[config.mk]
export PLATFORM = sky130hd
export DESIGN_NAME = sorted_unique_set_table_core_flat
export DESIGN_NICKNAME = d
export VERILOG_FILES = /design/src/hw/rtl/sust_pkg.sv /design/src/hw/rtl/sust_if.sv /design/src/hw/rtl/sust_cell.sv /design/src/hw/rtl/sorted_unique_set_table_core.sv /design/src/flat_wrapper.sv
export SDC_FILE = /design/constraint.sdc
export NUM_CORES = 2
export LEC_CHECK = 0
export ABC_CLOCK_PERIOD_IN_PS = 5300
export BUFFER_PORTS_ARGS = -buffer_cell sky130_fd_sc_hd__buf_4
export CORE_AREA = 2 2 262 264
export CTS_BUF_LIST = sky130_fd_sc_hd__clkbuf_4 sky130_fd_sc_hd__clkbuf_8
export DETAILED_ROUTE_END_ITERATION = 8
export DIE_AREA = 0 0 264 266
export PLACE_DENSITY = 0.76
export SLEW_MARGIN = 20
export SYNTH_ARGS = -nofsm -noshare
export SYNTH_HDL_FRONTEND = slang
export SYNTH_SLANG_ARGS = --single-unit
[constraint.sdc]
create_clock -name clk -period 5.3 [get_ports clk]
set_input_delay 0.53 -clock clk [delete_from_list [all_inputs] [get_ports clk]]
set_output_delay 0.53 -clock clk [all_outputs]
set_load 0.03 [all_outputs]
[src/hw/rtl/sust_pkg.sv]
// ----------------------------------------------------------------------------
// sust_pkg
// Shared types and constants for the sorted unique set table.
// ----------------------------------------------------------------------------
`timescale 1ns / 1ps

package sust_pkg;

  localparam int VALUE_W  = 32;
  localparam int STATUS_W = 3;
  localparam int POS_W    = 5;

  // Operation codes carried in the func field.
  localparam logic FUNC_INSERT = 1'b0;
  localparam logic FUNC_REMOVE = 1'b1;

  typedef enum logic [STATUS_W-1:0] {
    ST_INSERTED  = 3'd0,
    ST_DUPLICATE = 3'd1,
    ST_REMOVED   = 3'd2,
    ST_NOT_FOUND = 3'd3,
    ST_FULL      = 3'd4
  } sust_status_t;

  typedef enum logic {
    SM_IDLE,
    SM_UPDATE
  } sust_state_t;

  // Per-cycle command broadcast to every cell of the chain.
  typedef struct packed {
    logic cmp;   // latch the compare flags against the key
    logic ins;   // shift up from the boundary and drop the key in
    logic rem;   // shift down from the matching entry
  } sust_cell_ctrl_t;

endpackage

[src/hw/rtl/sust_if.sv]
// ----------------------------------------------------------------------------
// sust_req_if / sust_rsp_if
// Valid/ready channels for the operation requests and their results.
// ----------------------------------------------------------------------------
`timescale 1ns / 1ps

interface sust_req_if;
  logic                                valid;
  logic                                ready;
  logic                                func;
  logic signed [sust_pkg::VALUE_W-1:0] value;

  modport source (output valid, output func, output value, input ready);
  modport sink   (input valid, input func, input value, output ready);
endinterface

interface sust_rsp_if;
  logic                          valid;
  logic                          ready;
  logic [sust_pkg::STATUS_W-1:0] status;
  logic [sust_pkg::POS_W-1:0]    position;
  logic [sust_pkg::POS_W-1:0]    new_count;

  modport source (output valid, output status, output position, output new_count,
                  input ready);
  modport sink   (input valid, input status, input position, input new_count,
                  output ready);
endinterface

[src/hw/rtl/sust_cell.sv]
// ----------------------------------------------------------------------------
// sust_cell
// One slot of the sorted chain: holds an entry, compares it with the key and
// takes its neighbor's entry when the table shifts.
// ----------------------------------------------------------------------------
`timescale 1ns / 1ps

module sust_cell (
  input  logic                                clk,
  input  sust_pkg::sust_cell_ctrl_t           ctrl,
  input  logic                                occupied,
  input  logic signed [sust_pkg::VALUE_W-1:0] key,
  input  logic                                left_lt,
  input  logic signed [sust_pkg::VALUE_W-1:0] left_entry,
  input  logic signed [sust_pkg::VALUE_W-1:0] right_entry,
  output logic signed [sust_pkg::VALUE_W-1:0] entry,
  output logic                                lt,
  output logic                                eq
);
  import sust_pkg::*;

  logic signed [VALUE_W-1:0] entry_next;

  // Cells at or above the boundary move; the one right at it takes the key.
  always_comb begin
    entry_next = entry;
    if (ctrl.ins && !lt) begin
      entry_next = left_lt ? key : left_entry;
    end else if (ctrl.rem && !lt) begin
      entry_next = right_entry;
    end
  end

  always_ff @(posedge clk) begin
    entry <= entry_next;
    if (ctrl.cmp) begin
      lt <= occupied && (entry < key);
      eq <= occupied && (entry == key);
    end
  end

endmodule

[src/hw/rtl/sorted_unique_set_table_core.sv]
// A result is registered in the update state that follows its request transfer,
// which is held while an older result is still waiting to be taken.
// A new request is taken only in idle, after the previous one has left the update
// state; the compare and the shift of the cell chain both use the stored entries.
// Reset (synchronous, active high) empties the table and drops any pending
// result; the stored values themselves are not cleared.
// ----------------------------------------------------------------------------
// sorted_unique_set_table_core
// Keeps a set of distinct signed values in ascending order in a chain of
// compare-and-shift cells, with insert and remove operations.
// ----------------------------------------------------------------------------
`timescale 1ns / 1ps

module sorted_unique_set_table_core #(
  parameter int DEPTH = 16
) (
  input  logic              clk,
  input  logic              rst,
  sust_req_if.sink          req,
  sust_rsp_if.source        rsp
);
  import sust_pkg::*;

  localparam int CNT_W = $clog2(DEPTH + 1);

  // Control state.
  sust_state_t     state, state_next;
  logic [CNT_W-1:0] count, count_next;
  logic             rsp_valid, rsp_valid_next;

  // Request held during the update cycle.
  logic                      func_q;
  logic signed [VALUE_W-1:0] value_q;

  // Result register.
  sust_status_t     status_q;
  logic [POS_W-1:0] position_q;
  logic [POS_W-1:0] new_count_q;

  // Chain wiring.
  sust_cell_ctrl_t            ctrl;
  logic signed [VALUE_W-1:0]  key;
  logic signed [VALUE_W-1:0]  entry_v [DEPTH];
  logic [DEPTH-1:0]           lt_v;
  logic [DEPTH-1:0]           eq_v;
  logic [DEPTH-1:0]           occ_v;
  logic [DEPTH+1:0]           lt_ext;

  logic             req_fire;
  logic             upd_fire;
  logic             present;
  logic             full;
  logic [CNT_W-1:0] pos;
  sust_status_t     status_c;
  logic [CNT_W-1:0] count_upd;
  logic [POS_W-1:0] pos_out;
  logic [POS_W-1:0] cnt_out;

  // ---------------------------------------------------------------------------
  // Sequencer. In idle the block takes a request and every cell latches its
  // compare flags against the new value. The update cycle then resolves the
  // position and the status, shifts the chain and loads the result register,
  // waiting there only while an older result has not been taken.
  // ---------------------------------------------------------------------------
  always_comb begin
    state_next = state;
    case (state)
      SM_IDLE:   if (req.valid) state_next = SM_UPDATE;
      SM_UPDATE: if (!rsp_valid || rsp.ready) state_next = SM_IDLE;
      default:   state_next = SM_IDLE;
    endcase
  end

  always_comb begin
    req.ready = 1'b0;
    upd_fire  = 1'b0;
    case (state)
      SM_IDLE:   req.ready = 1'b1;
      SM_UPDATE: upd_fire  = !rsp_valid || rsp.ready;
      default: begin
        req.ready = 1'b0;
        upd_fire  = 1'b0;
      end
    endcase
  end

  assign req_fire = req.valid && req.ready;

  // The compare needs the incoming value; the insert needs the held one.
  assign key = (state == SM_IDLE) ? req.value : value_q;

  // ---------------------------------------------------------------------------
  // Cell chain. A cell is occupied when its index is below the count. The
  // extended flag vector adds a virtual "smaller" cell on the left and a
  // virtual "not smaller" cell on the right, so that exactly one boundary
  // exists: the first cell whose entry is not below the key.
  // ---------------------------------------------------------------------------
  for (genvar i = 0; i < DEPTH; i++) begin : g_cell
    logic                      left_lt;
    logic signed [VALUE_W-1:0] left_entry;
    logic signed [VALUE_W-1:0] right_entry;

    assign occ_v[i] = count > CNT_W'(i);

    if (i == 0) begin : g_first
      assign left_lt    = 1'b1;
      assign left_entry = key;
    end else begin : g_inner_l
      assign left_lt    = lt_v[i-1];
      assign left_entry = entry_v[i-1];
    end

    if (i == DEPTH - 1) begin : g_last
      assign right_entry = entry_v[i];
    end else begin : g_inner_r
      assign right_entry = entry_v[i+1];
    end

    sust_cell u_cell (
      .clk         (clk),
      .ctrl        (ctrl),
      .occupied    (occ_v[i]),
      .key         (key),
      .left_lt     (left_lt),
      .left_entry  (left_entry),
      .right_entry (right_entry),
      .entry       (entry_v[i]),
      .lt          (lt_v[i]),
      .eq          (eq_v[i])
    );
  end

  assign lt_ext = {1'b0, lt_v, 1'b1};

  // The boundary is one-hot over DEPTH+1 places; encode it to the position.
  always_comb begin
    pos = '0;
    for (int i = 0; i <= DEPTH; i++) begin
      if (lt_ext[i] && !lt_ext[i+1]) pos = pos | CNT_W'(i);
    end
  end

  // Entries are distinct, so at most one cell can match.
  assign present = |eq_v;
  assign full    = (count == CNT_W'(DEPTH));

  // Duplicates are checked before fullness.
  always_comb begin
    status_c  = ST_NOT_FOUND;
    count_upd = count;
    ctrl.cmp  = req_fire;
    ctrl.ins  = 1'b0;
    ctrl.rem  = 1'b0;
    if (func_q == FUNC_INSERT) begin
      if (present) begin
        status_c = ST_DUPLICATE;
      end else if (full) begin
        status_c = ST_FULL;
      end else begin
        status_c  = ST_INSERTED;
        count_upd = count + 1'b1;
        ctrl.ins  = upd_fire;
      end
    end else begin
      if (present) begin
        status_c  = ST_REMOVED;
        count_upd = count - 1'b1;
        ctrl.rem  = upd_fire;
      end else begin
        status_c = ST_NOT_FOUND;
      end
    end
  end

  assign count_next     = upd_fire ? count_upd : count;
  assign rsp_valid_next = upd_fire ? 1'b1 : (rsp_valid && !rsp.ready);

  // Position and count are reported modulo the width of the result fields.
  for (genvar b = 0; b < POS_W; b++) begin : g_resize
    if (b < CNT_W) begin : g_bit
      assign pos_out[b] = pos[b];
      assign cnt_out[b] = count_upd[b];
    end else begin : g_zero
      assign pos_out[b] = 1'b0;
      assign cnt_out[b] = 1'b0;
    end
  end

  always_ff @(posedge clk) begin
    if (rst) begin
      state     <= SM_IDLE;
      count     <= '0;
      rsp_valid <= 1'b0;
    end else begin
      state     <= state_next;
      count     <= count_next;
      rsp_valid <= rsp_valid_next;
    end
  end

  always_ff @(posedge clk) begin
    if (req_fire) begin
      func_q  <= req.func;
      value_q <= req.value;
    end
    if (upd_fire) begin
      status_q    <= status_c;
      position_q  <= pos_out;
      new_count_q <= cnt_out;
    end
  end

  assign rsp.valid     = rsp_valid;
  assign rsp.status    = status_q;
  assign rsp.position  = position_q;
  assign rsp.new_count = new_count_q;

endmodule

[src/flat_wrapper.sv]
// flat-port wrapper written by rule: the top's interface ports become plain ports
module sorted_unique_set_table_core_flat import sust_pkg::*;
#(
  parameter int DEPTH = 16
)
  (clk, rst, req_valid, req_func, req_value, req_ready, rsp_valid, rsp_status, rsp_position, rsp_new_count, rsp_ready);
  sust_req_if req_i ();
  sust_rsp_if rsp_i ();
  input  logic clk;
  input  logic rst;
  input wire logic [$bits(req_i.valid)-1:0] req_valid;
  input wire logic [$bits(req_i.func)-1:0] req_func;
  input wire logic [$bits(req_i.value)-1:0] req_value;
  output wire logic [$bits(req_i.ready)-1:0] req_ready;
  output wire logic [$bits(rsp_i.valid)-1:0] rsp_valid;
  output wire logic [$bits(rsp_i.status)-1:0] rsp_status;
  output wire logic [$bits(rsp_i.position)-1:0] rsp_position;
  output wire logic [$bits(rsp_i.new_count)-1:0] rsp_new_count;
  input wire logic [$bits(rsp_i.ready)-1:0] rsp_ready;
  assign req_i.valid = req_valid;
  assign req_i.func = req_func;
  assign req_i.value = req_value;
  assign req_ready = req_i.ready;
  assign rsp_valid = rsp_i.valid;
  assign rsp_status = rsp_i.status;
  assign rsp_position = rsp_i.position;
  assign rsp_new_count = rsp_i.new_count;
  assign rsp_i.ready = rsp_ready;
  sorted_unique_set_table_core #(.DEPTH(DEPTH)) u_core (.clk(clk), .rst(rst), .req(req_i), .rsp(rsp_i));
endmodule
==> results.json <==
{
  "outcome": "finished clean",
  "initial_core_util": 0.591,
  "synth_area_leaders": "edfxtp_1, ha_1, nand2_1",
  "multi_input_comb_area_um2": 21300,
  "seqPwrFrac": 0.473,
  "synth_top_area_cell": "edfxtp_1",
  "syn_to_final_growth_pct": 9.02,
  "intPower_mw": 8.22,
  "final_cell_area_um2": 43700,
  "ys.flop_type": "edfxtp_1",
  "fp.dieW_um": 264,
  "max_freq_mhz": 229,
  "setup_viol": 0,
  "syn_area_um2": 40000,
  "port_buffers": 51,
  "dp_hpwl_um": 76800,
  "clk_latency_ns": 0.72,
  "finalHoldViolations": 0,
  "clk_path_buf_depth": 3,
  "synth_seq_cells": 597,
  "first_pass_iters": 6,
  "antenna_found_initial": 1,
  "drt_iter0_markers": 3075,
  "yosys_warnings": 0,
  "path_max_fanout": 20,
  "drive_above_1_share": 0.0854,
  "crit_path_max_incr_delay_ns": 0.83,
  "gp_congestion": 0.939,
  "grt_pass1_wl_um": 165000,
  "vias": 32200,
  "power_switching_mw": 3.46,
  "ant_nets": 0,
  "async_reset_ff_frac": 0,
  "syn_avg_cell_area_um2": 9.29,
  "root_buffer": "clkbuf_8",
  "grt_pass1_vias": 30500,
  "synth_cells": 4311,
  "wl_um": 104000,
  "syn_nets": 4866,
  "cts_tree": "built",
  "fin_hold_ws_ns": 0.0451,
  "synth.top_cell.area_share": 0.442,
  "setup.worst_path.class": "reg2reg",
  "synth_edf_count": 590,
  "period_share": 0.824,
  "arrival_ns": 4.83,
  "htreeDepth": 3,
  "clock_skew_ns": 0.0376,
  "placed_area_um2": 41400,
  "maxCapViolCount": 0,
  "ir_worst_vdd_mv": 0.200,
  "fill_cells": 5557,
  "powerDensity_nw_per_um2": 268,
  "crit_cells": 11,
  "synthDistinctLibCells": 63,
  "critical_path_buf_inv_count": 3,
  "coreArea_um2": 67700,
  "cp.required_ns": 5.76,
  "seq_area_um2": 17900,
  "post_cts_buffers": 0,
  "tns_ns": 0,
  "io_pins": 52,
  "cellLeakagePower_nw": 17.5,
  "slew_headroom": 0.170,
  "post_cts_resized": 0,
  "combPwrFrac": 0.180,
  "hold_buffers": 29,
  "mostFrequentLayoutCells": "nand2_1, edfxtp_1, ha_1",
  "end_kind": "register",
  "viasPerCell": 6.08,
  "rows": 96,
  "final_common_cell": "nand2_1",
  "grt_use_total": 0.294,
  "clk_pin_slew_ns": 0.06,
  "numClockSinks": 597,
  "clock_power_share": 0.347,
  "grt_setup_unrepaired": "no",
  "netSwitchingFraction": 0.296,
  "hold_path.class": "in2reg",
  "wire_per_inst_um": 19.7,
  "cp_top_family": "compound AO/OA/AOI/OAI gates",
  "nets": 4887,
  "cts_inserted_buffers": 105,
  "hold_path_depth": 1,
  "critPathSlowestCell": "o41ai_1",
  "period_minus_slack_ns": 4.37,
  "synth-seq-area-share": 0.446,
  "path_cells": "buf_4 -> mux2i_2 -> buf_4 -> inv_1 -> ha_1 -> nor2b_1 -> o211ai_1 -> a21boi_0 -> o41ai_1 -> o211ai_1 -> mux2_2",
  "worst_slew_pin_slew_ns": 1.23,
  "cp-start-kind": "register",
  "overflow": 0,
  "worstRegToRegCells": 11,
  "die_area_um2": 70200,
  "drc_errors": 0,
  "fp.dieH_um": 266,
  "grt_max_degree": 71,
  "maxSlewViolCount": 0
}
-- sequential cells by signal (all words and copies together) (netlist names), 3 cells and up --
signal                      cells
u_core.g_cell.u_cell.lt        16
u_core.value_q                 32
u_core.count                    5
u_core.rsp.position             5
u_core.rsp.new_count            5
u_core.g_cell.u_cell.entry    512
u_core.g_cell.u_cell.eq        16
u_core.rsp.status               3
-- cell type report --
| cell class | instances | share of cell area |
|---|---|---|
| multi-input cells | 3426 | 0.488 |
| flip-flops and latches | 597 | 0.409 |
| clock buffers | 141 | 0.0399 |
| repair buffers | 166 | 0.0310 |
| well taps | 882 | 0.0253 |
| clock inverters | 38 | 0.00364 |
| inverters | 36 | 0.00312 |
| diodes | 2 | 0.000115 |
-- final timing paths --
path,from,to,slack (ns)
setup / recovery,u_core.state,u_core.g_cell[9].u_cell.lt,0.93
hold / removal,req_value[10],u_core.value_q[10],0.05
setup reg to reg,u_core.state,u_core.g_cell[9].u_cell.lt,0.93
hold reg to reg,u_core.rsp.valid,u_core.rsp.valid,0.50
-- cell families (layout without fill, tap and decap cells) --
logic type / count (synthesis) / count (layout) / synth area share
simple gates: 1468 / 1468 / 0.159
other cells: 0 / 2 / 0
fa+ha+maj: 518 / 518 / 0.162
buf+inv: 288 / 381 / 0.0338
xor+xnor: 4 / 4 / 0.000875
mux: 45 / 45 / 0.0116
compound gates: 1391 / 1391 / 0.187
flops: 597 / 597 / 0.446
-- synthesized netlist by cell type, types with 35 or more instances --
library cell  instances
o21ai_1             224
inv_1                35
nand3_1              54
a21o_1               54
edfxtp_1            590
and4_1               54
ha_1                518
nor2_1              371
a21oi_1             488
clkbuf_1            180
o21ai_0             502
nand2_1             811
nand4_1              61
-- through the flow --
| step | cells | setup WS [ns] | power [mW] | util |
|---|---|---|---|---|
| final | 5288 | 0.932 | 11.7 | 0.644 |
| after global routing | 5288 | 0.810 | 12.2 | 0.644 |
| after CTS | 5285 | 0.992 | 11.7 | 0.644 |
| after detailed placement | 5077 | 0.987 | 7.66 | 0.611 |
| after global placement | 5077 | 1.05 | 7.59 | 0.611 |
| after floorplan | 4311 | 1.25 | 6.97 | - |
-- routing by layer --
| layer | GRT usage | part of all wire | vias up |
|---|---|---|---|
| li1 | - | - | 16000 |
| met1 | 0.401 | 0.44 | 14900 |
| met2 | 0.478 | 0.46 | 1081 |
| met3 | 0.0410 | 0.060 | 238 |
| met4 | 0.115 | 0.039 | 0 |
| met5 | 0 | 0 | - |
-- power groups by stage --
stage	logic [mW]	clock network, mW	registers, mW
6_report	2.10	4.06	5.52
5_1_grt	2.37	4.31	5.53
2_1_floorplan	1.44	0	5.53
3_5_place_dp	2.05	0	5.61
4_1_cts	2.08	4.11	5.51
3_3_place_gp	1.98	0	5.61
Power figures use the tool's default switching activity.
